### src/rtl/core/ut_pkg.sv
`timescale 1ns / 1ps
`default_nettype none

package ut_pkg;

  // Line and token limits
  localparam int MAX_LINE_BYTES = 4096;
  localparam int MAX_TOKENS     = 256;

  // Field widths
  localparam int BYTE_W  = 8;
  localparam int START_W = 12;
  localparam int LEN_W   = 13;
  localparam int NUM_W   = 8;
  localparam int CP_W    = 21;
  localparam int POS_W   = $clog2(MAX_LINE_BYTES + 1);
  localparam int CNT_W   = $clog2(MAX_TOKENS + 1);

  // Event queue between decoder and token tracker
  localparam int QDEPTH = 2;
  localparam int QPTR_W = (QDEPTH > 1) ? $clog2(QDEPTH) : 1;

  // Result status codes
  typedef enum logic [1:0] {
    ST_OK     = 2'd0,
    ST_UTF8   = 2'd1,
    ST_TOKENS = 2'd2,
    ST_LONG   = 2'd3
  } status_t;

  // What one decoded byte means to the token tracker
  typedef enum logic [2:0] {
    EV_NONE  = 3'd0,
    EV_SPACE = 3'd1,
    EV_WORD  = 3'd2,
    EV_UTF8  = 3'd3,
    EV_LONG  = 3'd4
  } ev_kind_t;

  typedef struct packed {
    ev_kind_t             kind;
    logic                 last;
    logic [START_W-1:0]   char_start;
    logic [POS_W-1:0]     byte_end;
  } ev_t;

  // Unicode White_Space property over a code point
  function automatic logic is_space(input logic [CP_W-1:0] c);
    is_space = (c >= 21'h9 && c <= 21'hd) || c == 21'h20 || c == 21'h85
            || c == 21'ha0 || c == 21'h1680 || (c >= 21'h2000 && c <= 21'h200a)
            || c == 21'h2028 || c == 21'h2029 || c == 21'h202f
            || c == 21'h205f || c == 21'h3000;
  endfunction

endpackage

`default_nettype wire

### src/rtl/core/ut_if.sv
`timescale 1ns / 1ps
`default_nettype none

// Byte stream of one line
interface ut_byte_if;
  logic                     valid;
  logic                     ready;
  logic [ut_pkg::BYTE_W-1:0] byte_req;
  logic                     last_byte;

  modport source(output valid, output byte_req, output last_byte, input ready);
  modport sink(input valid, input byte_req, input last_byte, output ready);
endinterface

// Token / status results
interface ut_tok_if;
  logic                      valid;
  logic                      ready;
  logic                      has_token;
  logic [ut_pkg::START_W-1:0] token_start;
  logic [ut_pkg::LEN_W-1:0]   token_length;
  logic [ut_pkg::NUM_W-1:0]   token_number;
  logic [1:0]                status;
  logic                      end_of_line;

  modport source(output valid, output has_token, output token_start, output token_length,
                 output token_number, output status, output end_of_line, input ready);
  modport sink(input valid, input has_token, input token_start, input token_length,
               input token_number, input status, input end_of_line, output ready);
endinterface

`default_nettype wire

### src/rtl/core/unicode_whitespace_tokenizer.sv
`timescale 1ns / 1ps
`default_nettype none

// Channel    Dir  Payload                                                   Accept
// byte_ch    in   byte_req[7:0], last_byte                                   valid && ready
// token_ch   out  has_token, token_start[11:0], token_length[12:0],          valid && ready
//                 token_number[7:0], status[1:0], end_of_line
//
// One byte per cycle sustained while token_ch does not stall; a byte's result
// passes the event queue (written at the accepting edge), then the result register.
// The decoder and token tracker are split by a two-entry event queue, so a stall
// on token_ch backs up into the queue before byte_ch drops ready.
// rst is synchronous and clears all line state; each line clears itself after
// its final byte.
module unicode_whitespace_tokenizer (
  input  wire logic clk,
  input  wire logic rst,
  ut_byte_if.sink   byte_ch,
  ut_tok_if.source  token_ch
);

  ut_pkg::ev_t front_ev, back_ev;
  logic        front_valid, front_ready;
  logic        back_valid, back_ready;

  ut_front u_front (
    .clk      (clk),
    .rst      (rst),
    .byte_ch  (byte_ch),
    .ev       (front_ev),
    .ev_valid (front_valid),
    .ev_ready (front_ready)
  );

  ut_queue u_queue (
    .clk        (clk),
    .rst        (rst),
    .push_ev    (front_ev),
    .push_valid (front_valid),
    .push_ready (front_ready),
    .pop_ev     (back_ev),
    .pop_valid  (back_valid),
    .pop_ready  (back_ready)
  );

  ut_back u_back (
    .clk      (clk),
    .rst      (rst),
    .ev       (back_ev),
    .ev_valid (back_valid),
    .ev_ready (back_ready),
    .token_ch (token_ch)
  );

endmodule

`default_nettype wire

### src/rtl/core/ut_front.sv
`timescale 1ns / 1ps
`default_nettype none

// UTF-8 decoder and classifier: one event per accepted byte
module ut_front (
  input  wire logic   clk,
  input  wire logic   rst,
  ut_byte_if.sink     byte_ch,
  output ut_pkg::ev_t ev,
  output logic        ev_valid,
  input  wire logic   ev_ready
);

  localparam logic [ut_pkg::CP_W-1:0] MIN2 = 21'h80;
  localparam logic [ut_pkg::CP_W-1:0] MIN3 = 21'h800;
  localparam logic [ut_pkg::CP_W-1:0] MIN4 = 21'h10000;

  logic [1:0]                pend, pend_next;
  logic [1:0]                seql, seql_next;
  logic [ut_pkg::CP_W-1:0]    cp, cp_next;
  logic [ut_pkg::POS_W-1:0]   pos, pos_next;
  logic [ut_pkg::START_W-1:0] cs, cs_next;
  logic [ut_pkg::CP_W-1:0]    minimum;
  ut_pkg::ev_kind_t          kind;
  logic [ut_pkg::BYTE_W-1:0]  b;
  logic                      acc;

  assign b             = byte_ch.byte_req;
  assign byte_ch.ready = ev_ready;
  assign ev_valid      = byte_ch.valid;
  assign acc           = byte_ch.valid && ev_ready;

  // Sequence minimum for overlong check
  always_comb begin
    unique case (seql)
      2'd1:    minimum = MIN2;
      2'd2:    minimum = MIN3;
      default: minimum = MIN4;
    endcase
  end

  // Decode one byte
  always_comb begin
    pend_next = pend;
    seql_next = seql;
    cp_next   = cp;
    pos_next  = pos;
    cs_next   = cs;
    kind      = ut_pkg::EV_NONE;
    if (pos >= ut_pkg::POS_W'(ut_pkg::MAX_LINE_BYTES)) begin
      kind = ut_pkg::EV_LONG;
    end else begin
      pos_next = pos + 1'b1;
      if (pend == 2'd0) begin
        cs_next = pos[ut_pkg::START_W-1:0];
        if (!b[7]) begin
          cp_next = {13'd0, b};
          kind    = ut_pkg::is_space(cp_next) ? ut_pkg::EV_SPACE : ut_pkg::EV_WORD;
        end else if (b >= 8'hc2 && b <= 8'hdf) begin
          pend_next = 2'd1;
          seql_next = 2'd1;
          cp_next   = {16'd0, b[4:0]};
        end else if (b >= 8'he0 && b <= 8'hef) begin
          pend_next = 2'd2;
          seql_next = 2'd2;
          cp_next   = {17'd0, b[3:0]};
        end else if (b >= 8'hf0 && b <= 8'hf4) begin
          pend_next = 2'd3;
          seql_next = 2'd3;
          cp_next   = {18'd0, b[2:0]};
        end else begin
          kind = ut_pkg::EV_UTF8;
        end
      end else if (b[7:6] != 2'b10) begin
        kind = ut_pkg::EV_UTF8;
      end else begin
        cp_next   = {cp[14:0], b[5:0]};
        pend_next = pend - 2'd1;
        if (pend_next == 2'd0) begin
          if (cp_next < minimum || cp_next > 21'h10ffff
              || (cp_next >= 21'hd800 && cp_next <= 21'hdfff)) begin
            kind = ut_pkg::EV_UTF8;
          end else begin
            kind = ut_pkg::is_space(cp_next) ? ut_pkg::EV_SPACE : ut_pkg::EV_WORD;
          end
        end
      end
      // truncated sequence at end of line
      if (kind != ut_pkg::EV_UTF8 && byte_ch.last_byte && pend_next != 2'd0) begin
        kind = ut_pkg::EV_UTF8;
      end
    end
  end

  always_comb begin
    ev.kind       = kind;
    ev.last       = byte_ch.last_byte;
    ev.char_start = cs_next;
    ev.byte_end   = pos_next;
  end

  // Decoder state, cleared at end of line
  always_ff @(posedge clk) begin
    if (rst || (acc && byte_ch.last_byte)) begin
      pend <= '0;
      seql <= '0;
      cp   <= '0;
      pos  <= '0;
      cs   <= '0;
    end else if (acc) begin
      pend <= pend_next;
      seql <= seql_next;
      cp   <= cp_next;
      pos  <= pos_next;
      cs   <= cs_next;
    end
  end

endmodule

`default_nettype wire

### src/rtl/core/ut_queue.sv
`timescale 1ns / 1ps
`default_nettype none

// Short event queue between decoder and token tracker
module ut_queue (
  input  wire logic         clk,
  input  wire logic         rst,
  input  wire ut_pkg::ev_t  push_ev,
  input  wire logic         push_valid,
  output logic              push_ready,
  output ut_pkg::ev_t       pop_ev,
  output logic              pop_valid,
  input  wire logic         pop_ready
);

  localparam int CNT_QW = $clog2(ut_pkg::QDEPTH + 1);

  ut_pkg::ev_t               mem [ut_pkg::QDEPTH];
  logic [ut_pkg::QPTR_W-1:0] wr_ptr, rd_ptr;
  logic [CNT_QW-1:0]         count;
  logic                      push, pop;

  assign push_ready = count != CNT_QW'(ut_pkg::QDEPTH);
  assign pop_valid  = count != '0;
  assign pop_ev     = mem[rd_ptr];
  assign push       = push_valid && push_ready;
  assign pop        = pop_valid && pop_ready;

  function automatic logic [ut_pkg::QPTR_W-1:0] bump(input logic [ut_pkg::QPTR_W-1:0] p);
    bump = (p == ut_pkg::QPTR_W'(ut_pkg::QDEPTH - 1)) ? '0 : p + 1'b1;
  endfunction

  // Storage
  always_ff @(posedge clk) begin
    if (push) begin
      mem[wr_ptr] <= push_ev;
    end
  end

  // Pointers and fill count
  always_ff @(posedge clk) begin
    if (rst) begin
      wr_ptr <= '0;
      rd_ptr <= '0;
      count  <= '0;
    end else begin
      if (push) wr_ptr <= bump(wr_ptr);
      if (pop)  rd_ptr <= bump(rd_ptr);
      if (push && !pop) begin
        count <= count + 1'b1;
      end else if (pop && !push) begin
        count <= count - 1'b1;
      end
    end
  end

  overfill_a: assert property (@(posedge clk) disable iff (rst)
    count <= CNT_QW'(ut_pkg::QDEPTH))
    else $error("event queue overfilled");

endmodule

`default_nettype wire

### src/rtl/core/ut_back.sv
`timescale 1ns / 1ps
`default_nettype none

// Token tracker: runs, token limit, first error, result register
module ut_back (
  input  wire logic        clk,
  input  wire logic        rst,
  input  wire ut_pkg::ev_t ev,
  input  wire logic        ev_valid,
  output logic             ev_ready,
  ut_tok_if.source         token_ch
);

  logic                       in_token, in_token_next;
  logic [ut_pkg::START_W-1:0] run_start, run_start_next;
  logic [ut_pkg::POS_W-1:0]   run_end, run_end_next;
  logic [ut_pkg::CNT_W-1:0]   tokens_seen, tokens_seen_next;
  ut_pkg::status_t            err, err_next;
  logic                       tok, emit, pop, had;

  assign ev_ready = !token_ch.valid || token_ch.ready;
  assign pop      = ev_valid && ev_ready;
  assign had      = err != ut_pkg::ST_OK;

  // Per-event run tracking
  always_comb begin
    in_token_next    = in_token;
    run_start_next   = run_start;
    run_end_next     = run_end;
    tokens_seen_next = tokens_seen;
    err_next         = err;
    tok              = 1'b0;
    if (!had) begin
      unique case (ev.kind)
        ut_pkg::EV_UTF8: begin
          err_next      = ut_pkg::ST_UTF8;
          in_token_next = 1'b0;
        end
        ut_pkg::EV_LONG: begin
          err_next      = ut_pkg::ST_LONG;
          in_token_next = 1'b0;
        end
        ut_pkg::EV_SPACE: begin
          tok = in_token;
        end
        ut_pkg::EV_WORD: begin
          if (!in_token) begin
            in_token_next  = 1'b1;
            run_start_next = ev.char_start;
          end
          run_end_next = ev.byte_end;
        end
        default: ;
      endcase
      if (err_next == ut_pkg::ST_OK && ev.last && in_token_next) tok = 1'b1;
      if (tok) begin
        in_token_next = 1'b0;
        if (tokens_seen >= ut_pkg::CNT_W'(ut_pkg::MAX_TOKENS)) begin
          err_next = ut_pkg::ST_TOKENS;
          tok      = 1'b0;
        end else begin
          tokens_seen_next = tokens_seen + 1'b1;
        end
      end
    end
    emit = tok || ev.last || (!had && err_next != ut_pkg::ST_OK);
  end

  // Line state, cleared after the final byte
  always_ff @(posedge clk) begin
    if (rst || (pop && ev.last)) begin
      in_token    <= 1'b0;
      run_start   <= '0;
      run_end     <= '0;
      tokens_seen <= '0;
      err         <= ut_pkg::ST_OK;
    end else if (pop) begin
      in_token    <= in_token_next;
      run_start   <= run_start_next;
      run_end     <= run_end_next;
      tokens_seen <= tokens_seen_next;
      err         <= err_next;
    end
  end

  // Result register
  always_ff @(posedge clk) begin
    if (rst) begin
      token_ch.valid <= 1'b0;
    end else if (ev_ready) begin
      token_ch.valid <= pop && emit;
    end
  end

  always_ff @(posedge clk) begin
    if (pop && emit) begin
      token_ch.has_token    <= tok;
      token_ch.token_start  <= tok ? run_start_next : '0;
      token_ch.token_length <= tok ? ut_pkg::LEN_W'(run_end_next
                                       - ut_pkg::POS_W'(run_start_next)) : '0;
      token_ch.token_number <= tok ? tokens_seen[ut_pkg::NUM_W-1:0] : '0;
      token_ch.status       <= err_next;
      token_ch.end_of_line  <= ev.last;
    end
  end

  tok_ok_a: assert property (@(posedge clk) disable iff (rst)
    token_ch.valid && token_ch.has_token |-> token_ch.status == ut_pkg::ST_OK)
    else $error("token given with error status");

  no_tok_zero_a: assert property (@(posedge clk) disable iff (rst)
    token_ch.valid && !token_ch.has_token |->
      token_ch.token_length == '0 && token_ch.token_start == '0
      && token_ch.token_number == '0)
    else $error("non-token result carries token fields");

  limit_a: assert property (@(posedge clk) disable iff (rst)
    tokens_seen <= ut_pkg::CNT_W'(ut_pkg::MAX_TOKENS))
    else $error("token count past limit");

  eol_clear_a: assert property (@(posedge clk) disable iff (rst)
    pop && ev.last |=> tokens_seen == '0 && !in_token && err == ut_pkg::ST_OK)
    else $error("line state not cleared after final byte");

endmodule

`default_nettype wire
### src/flat_wrapper.sv
// flat-port wrapper written by rule: the top's interface ports become plain ports
module unicode_whitespace_tokenizer_flat 
  (clk, rst, byte_ch_valid, byte_ch_byte_req, byte_ch_last_byte, byte_ch_ready, token_ch_valid, token_ch_has_token, token_ch_token_start, token_ch_token_length, token_ch_token_number, token_ch_status, token_ch_end_of_line, token_ch_ready);
  ut_byte_if byte_ch_i ();
  ut_tok_if token_ch_i ();
  input  wire logic clk;
  input  wire logic rst;
  input wire logic [$bits(byte_ch_i.valid)-1:0] byte_ch_valid;
  input wire logic [$bits(byte_ch_i.byte_req)-1:0] byte_ch_byte_req;
  input wire logic [$bits(byte_ch_i.last_byte)-1:0] byte_ch_last_byte;
  output wire logic [$bits(byte_ch_i.ready)-1:0] byte_ch_ready;
  output wire logic [$bits(token_ch_i.valid)-1:0] token_ch_valid;
  output wire logic [$bits(token_ch_i.has_token)-1:0] token_ch_has_token;
  output wire logic [$bits(token_ch_i.token_start)-1:0] token_ch_token_start;
  output wire logic [$bits(token_ch_i.token_length)-1:0] token_ch_token_length;
  output wire logic [$bits(token_ch_i.token_number)-1:0] token_ch_token_number;
  output wire logic [$bits(token_ch_i.status)-1:0] token_ch_status;
  output wire logic [$bits(token_ch_i.end_of_line)-1:0] token_ch_end_of_line;
  input wire logic [$bits(token_ch_i.ready)-1:0] token_ch_ready;
  assign byte_ch_i.valid = byte_ch_valid;
  assign byte_ch_i.byte_req = byte_ch_byte_req;
  assign byte_ch_i.last_byte = byte_ch_last_byte;
  assign byte_ch_ready = byte_ch_i.ready;
  assign token_ch_valid = token_ch_i.valid;
  assign token_ch_has_token = token_ch_i.has_token;
  assign token_ch_token_start = token_ch_i.token_start;
  assign token_ch_token_length = token_ch_i.token_length;
  assign token_ch_token_number = token_ch_i.token_number;
  assign token_ch_status = token_ch_i.status;
  assign token_ch_end_of_line = token_ch_i.end_of_line;
  assign token_ch_i.ready = token_ch_ready;
  unicode_whitespace_tokenizer u_core (.clk(clk), .rst(rst), .byte_ch(byte_ch_i), .token_ch(token_ch_i));
endmodule
### config.mk
export PLATFORM = sky130hd
export DESIGN_NAME = unicode_whitespace_tokenizer_flat
export DESIGN_NICKNAME = d
export VERILOG_FILES = /design/src/rtl/core/ut_pkg.sv /design/src/rtl/core/ut_if.sv /design/src/rtl/core/unicode_whitespace_tokenizer.sv /design/src/rtl/core/ut_front.sv /design/src/rtl/core/ut_queue.sv /design/src/rtl/core/ut_back.sv /design/src/flat_wrapper.sv
export SDC_FILE = /design/constraint.sdc
export NUM_CORES = 1
export LEC_CHECK = 0
export ABC_AREA = 1
export BUFFER_PORTS_ARGS = -buffer_cell sky130_fd_sc_hd__buf_2
export CAP_MARGIN = 20
export CORE_ASPECT_RATIO = 0.9
export CORE_UTILIZATION = 45
export CTS_CLUSTER_SIZE = 30
export DETAILED_ROUTE_END_ITERATION = 7
export PLACE_DENSITY = 0.64
export SLEW_MARGIN = 20
export SYNTH_ARGS = -nofsm -noshare
export SYNTH_HDL_FRONTEND = slang
export SYNTH_SLANG_ARGS = --single-unit
### constraint.sdc
create_clock -name clk -period 3.2 [get_ports clk]
set_input_delay 0.32 -clock clk [delete_from_list [all_inputs] [get_ports clk]]
set_output_delay 0.32 -clock clk [all_outputs]
set_load 0.005 [all_outputs]
# Word level (Yosys, flattened, before mapping)
# Memories as Yosys holds them, arrays and structs flattened. A register that Yosys moved wholly into a read port is not among the register bits.
# Index checks and enable logic that the tools add are counted.
# op_classes
n_addsub,8
mul,0
n_div,0
order_cmp,18
eq_ne,23
shifts,0
n_mux,60
bitwise_logic,3
reduce_logical,58
# op_table
op,count
equality test 21 x 14 -> 1 bit (second input constant),5
2-to-1 mux 15 bit,6
2-to-1 mux 12 bit,5
2-to-1 mux 2 bit,25
equality test 21 x 8 -> 1 bit (second input constant),2
2-to-1 mux 13 bit,3
one-hot mux 17 bit (2 select lines),1
>= comparator 8 bit (second input constant),3
less-or-equal comparator 8 bit (second input constant),3
equality test 21 x 13 -> 1 bit (second input constant),1
equality test 21 x 6 -> 1 bit (second input constant),1
>= comparator 21 x 14 -> 1 bit (second input constant),1
>= comparator 21 x 16 -> 1 bit (second input constant),1
>= comparator 21 x 4 -> 1 bit (second input constant),1
> comparator 21 bit (second input constant),1
less-or-equal comparator 21 x 14 -> 1 bit (second input constant),1
less-or-equal comparator 21 x 16 -> 1 bit (second input constant),1
less-or-equal comparator 21 x 4 -> 1 bit (second input constant),1
< comparator 21 x 17 -> 1 bit,1
logical OR 1 bit,20
logical AND 1 bit,19
equality test 8 bit (second input constant),2
2-to-1 mux 1 bit,14
adder 13 x 1 -> 13 bit (second input constant),1
30 further kinds,51
# totals
regBits,123
latch_bits,0
ram_bits,58
romBits,0
out_inout_bits,39
memories,1
# mem_list
memory,words,width,read_ports,rd_ports_with_merged_regs,write_ports,line,source
u_core.u_queue.mem,2,29,1,1,1,ut_queue.sv:18,ut_pkg::ev_t mem [ut_pkg::QDEPTH];

# Logic depth before layout (Yosys ltp)
# logic_depth
ltp_word,23
depth_mapped,23
depth_no_buf,23

# Hierarchy
# A second synthesis with hierarchy kept.
# hier_totals
hier_cells,1102
hier_area_um2,9455.3
# by_module_without_submodules
mod,instances,cells_per_inst,area_each_um2,seq_area_each_um2
ut_back,1,496,4087.7,1871.8
ut_front,1,479,2995.4,880.8
ut_queue,1,127,2372.3,1841.8

# Worst setup path before layout
# No wires, ideal clock.
# synth_timing
path_kind,register -> register
from,reg (tool-made name)
to,reg u_core.u_back.token_ch.token_length[10] (data pin)
setup_ps,262
arrival_ps,2741
required_time_ps,2938
setup_slack_ps,197
stages_incl_launch_ff,21
path_cell_list,dfxtp_1 > inv_2 > nand2_1 > nand2_2 > inv_2 > nand3_4 > nor2_8 > inv_2 > nor2_8 > buf_8 > mux2i_1 > ha_1 > a21oi_1 > nand2_1 > nand2_1 > nand2_1 > a21oi_1 > o21ai_0 > a21o_1 > o21ai_0 > a21oi_1
# synth_lines
element,line,source
end signal: assignment,ut_back.sv:99,token_ch.token_length <= tok ? ut_pkg::LEN_W'(run_end_next
end: declaration,ut_if.sv:26,"modport source(output valid, output has_token, output token_start, output token_length,"

==> flow_metrics.tcl <==
set metrics [dict create \
    cts_max_level 4 \
    max_cap_viol_count 0 \
    cp.required_ns 3.38 \
    port-buffer-count 51 \
    overflow 0 \
    clock_latency_ns 0.43 \
    outcome "finished, final reports clean" \
    crit_chain "inv_2 > nand2_1 > nand2_2 > inv_2 > nand3_4 > nor2_8 > buf_4 > buf_8 > nor2_1 > a31oi_2 > ha_1 > a21oi_2 > o21ai_0 > a21o_1 > a31o_2 > o21ai_1 > a21oi_1" \
    synth_ff_type "edfxtp_1" \
    clk_pin_slew_ns 0.08 \
    cp_slowest_stage_delay_ns 0.38 \
    holdPathStages 1 \
    worst-setup-path-type "reg2reg" \
    fin_crit_sh 0.9101 \
    placed_cells 1341 \
    rows 48 \
    synth.top_cell.area_share 0.3227 \
    crit_buf_inv 4 \
    drt-total-wl_mm 18.39 \
    cts_buffers 17 \
    use_met1 0.2725 \
    avgRoutedWirePerCell_um 13.38 \
    arrival_ns 3.09 \
    grt_use_met2 0.3032 \
    cts_root_buf "clkbuf_16" \
    critPathLaunchType "register" \
    end_kind "register" \
    ant_nets 0 \
    fp.dieH_um 135.0 \
    top_usage_layer "met2" \
    grt_max_degree 43 \
    post_synth_instance_area_um2 8841 \
    cpMostUsedCell "inv_2" \
    gr-usage-met3 0.03784 \
    cp.depth 17 \
    cts_buffer_depth 2 \
    dr.pass1.iters 4 \
    ys_warn_count 0 \
    netlist_instances 1052 \
    hold_path_class "in2reg" \
    hold_violations 0 \
    power_density_nw_per_um2 1034 \
    worstReg2RegEnd "u_core.u_back.token_ch.token_length[9]$_SDFFCE_PN0P_" \
    antenna_found_initial 0 \
    final_common_cell "nand2_1" \
    async_flop_share 0 \
    tns_ns 0 \
    die_x_um 149.8 \
    r2r_setup_slack_ns 0.29 \
    crit_slowest_cell "dfxtp_4" \
    grt_first_pass_wirelength_mm 31.17 \
    coreArea_um2 19220 \
    layout_common_cells "244 x nand2_1, 125 x inv_1, 123 x nor2_1, 95 x edfxtp_1, 86 x dfxtp_1" \
    synth_nets 1088 \
    ir_drop_uv 430.0 \
    initial_core_util 0.4600 \
    grt_pass1_vias 6268 \
    fmax_mhz 343.4 \
    dr.first_iter.drc_count 485 \
    nNetsFinal 1147 \
    yosysUniqueCellTypes 46 \
    hold_slack_ns 0.1462 \
    die_area_um2 20210 \
    hpwl_mm 13.07 \
    hold_end "u_core.u_queue.mem[0][25]$_DFFE_PP_" \
    drive_gt1_frac 0.1415 \
    routabilityCongestion 0.8816 \
    reg2regPathDepth 17 \
    grt_usage 0.1942 \
    synthTopCellsByArea "edfxtp_1 32%, dfxtp_1 20%, nand2_1 10%" \
    cp_top_family "compound AO/OA/AOI/OAI gates" \
    fin_skew_ns 0.01624 \
    hold_start "byte_ch_last_byte" \
    synth-edff-count 95 \
    finalSetupViolCount 0 \
    fin_crit_ns 2.912 \
    syn_to_final_growth_pct 14.63 \
    synth_seq_area_share 0.5197 \
    ys_ff_latch 182 \
    p_leak_uw 0.004354 \
    final_cells 1374 \
    worstPathMaxFanout 18 \
    antennaDiodeCount 0 \
    routed_via_density 5.011 \
    route.detailed.drc 0 \
    num_io_pins 52 \
    cts.sinks 182 \
    report.final.slew_viol_count 0 \
    yosys.area.top_type "edfxtp_1" \
    num_vias 6885 \
    avgSynthCellArea_um2 8.404 \
    worst_pin_slew_ns 0.8009 \
    relSlewSlack 0.4646 \
    cts_tree "built" \
]
-- per-stage QoR --
stage	cell area, um^2	worst slack [ns]	power (uW)	util
floorplan	8841	0.1971	6815	-
global placement	9443	0.06810	8076	0.4913
detailed placement	9443	-0.01457	8135	0.4913
CTS	10050	0.04660	10320	0.5229
global route	10130	-0.03438	11320	0.5273
finish	10130	0.2876	10480	0.5273
-- per-layer routing --
layer	up-vias	wire length, um	part of all wire
li1	3598	-	-
met1	3106	9153	0.50
met2	158	8207	0.45
met3	23	763	0.041
met4	0	264	0.014
met5	-	0	0
-- cells in the mapped netlist, drive strengths merged (3+ instances only) --
library cell / instances
nand2: 253
mux2i: 10
a21oi: 80
nor2: 132
a31oi: 13
or2: 3
o21ai: 74
ha: 22
nand3: 36
a21o: 4
o211ai: 19
xor2: 12
dfxtp: 87
nor3: 9
edfxtp: 95
buf: 18
inv: 134
clkbuf: 18
nand4: 17
-- where the power goes --
| part | leakage, uW | internal [uW] | switching [uW] |
|---|---|---|---|
| clock | 0.000302 | 1240 | 903 |
| sequential | 0.00162 | 3260 | 259 |
| combinational | 0.00243 | 1780 | 3030 |
-- what timing repair did --
item                                   in CTS  in global routing
setup buffers                               0                  1
gates resized for setup                     1                 21
hold buffers                                0                  0
setup endpoints to repair                   2                  7
pin swaps                                   0                  3
endpoints found under the hold margin       0                  0
-- cell type report --
type,count,area [um^2]
repair buffers,76,475.5
multi-input cells,699,3631
clock inverters,11,133.9
inverters,135,511.7
well taps,250,312.8
clock buffers,21,471.7
flip-flops and latches,182,4598
fillers,1759,9084
-- cell families (layout without fill, tap and decap cells) --
| group | after synthesis | count (layout) | synth area share |
|---|---|---|---|
| multiplexers | 10 | 10 | 0.01132 |
| XOR/XNOR | 14 | 14 | 0.01387 |
| buffers and inverters | 171 | 243 | 0.07784 |
| adder cells (fa/ha/maj) | 23 | 23 | 0.03340 |
| flip-flops | 182 | 182 | 0.5197 |
| AND/OR/NAND/NOR | 452 | 452 | 0.2174 |
| AO/OA/AOI/OAI | 200 | 200 | 0.1265 |
-- sequential cells by signal, indices dropped and copies added, names as in the netlist, 8 cells and up, named ones only --
register                             flops
u_core.u_back.run_end                   13
u_core.u_back.run_start                 12
u_core.u_back.token_ch.token_length     13
u_core.u_back.token_ch.token_number      8
u_core.u_back.token_ch.token_start      12
u_core.u_back.tokens_seen                9
u_core.u_front.cp                       15
u_core.u_front.cs                       12
u_core.u_front.pos                      13
u_core.u_queue.mem                      58
-- worst max-delay path by stage --
stage	from	end	slack, ns
2_1_floorplan	register	u_core.u_back.token_ch.token_length[10]$_SDFFCE_PN0P_	0.20
3_3_place_gp	register	u_core.u_back.token_ch.token_length[10]$_SDFFCE_PN0P_	0.07
3_5_place_dp	register	u_core.u_back.token_ch.token_length[10]$_SDFFCE_PN0P_	-0.01
4_1_cts	register	u_core.u_back.token_ch.token_length[9]$_SDFFCE_PN0P_	0.05
5_1_grt	register	u_core.u_back.token_ch.token_length[10]$_SDFFCE_PN0P_	-0.03
6_report	register	u_core.u_back.token_ch.token_length[9]$_SDFFCE_PN0P_	0.29
(Power assumes the default switching activity.)
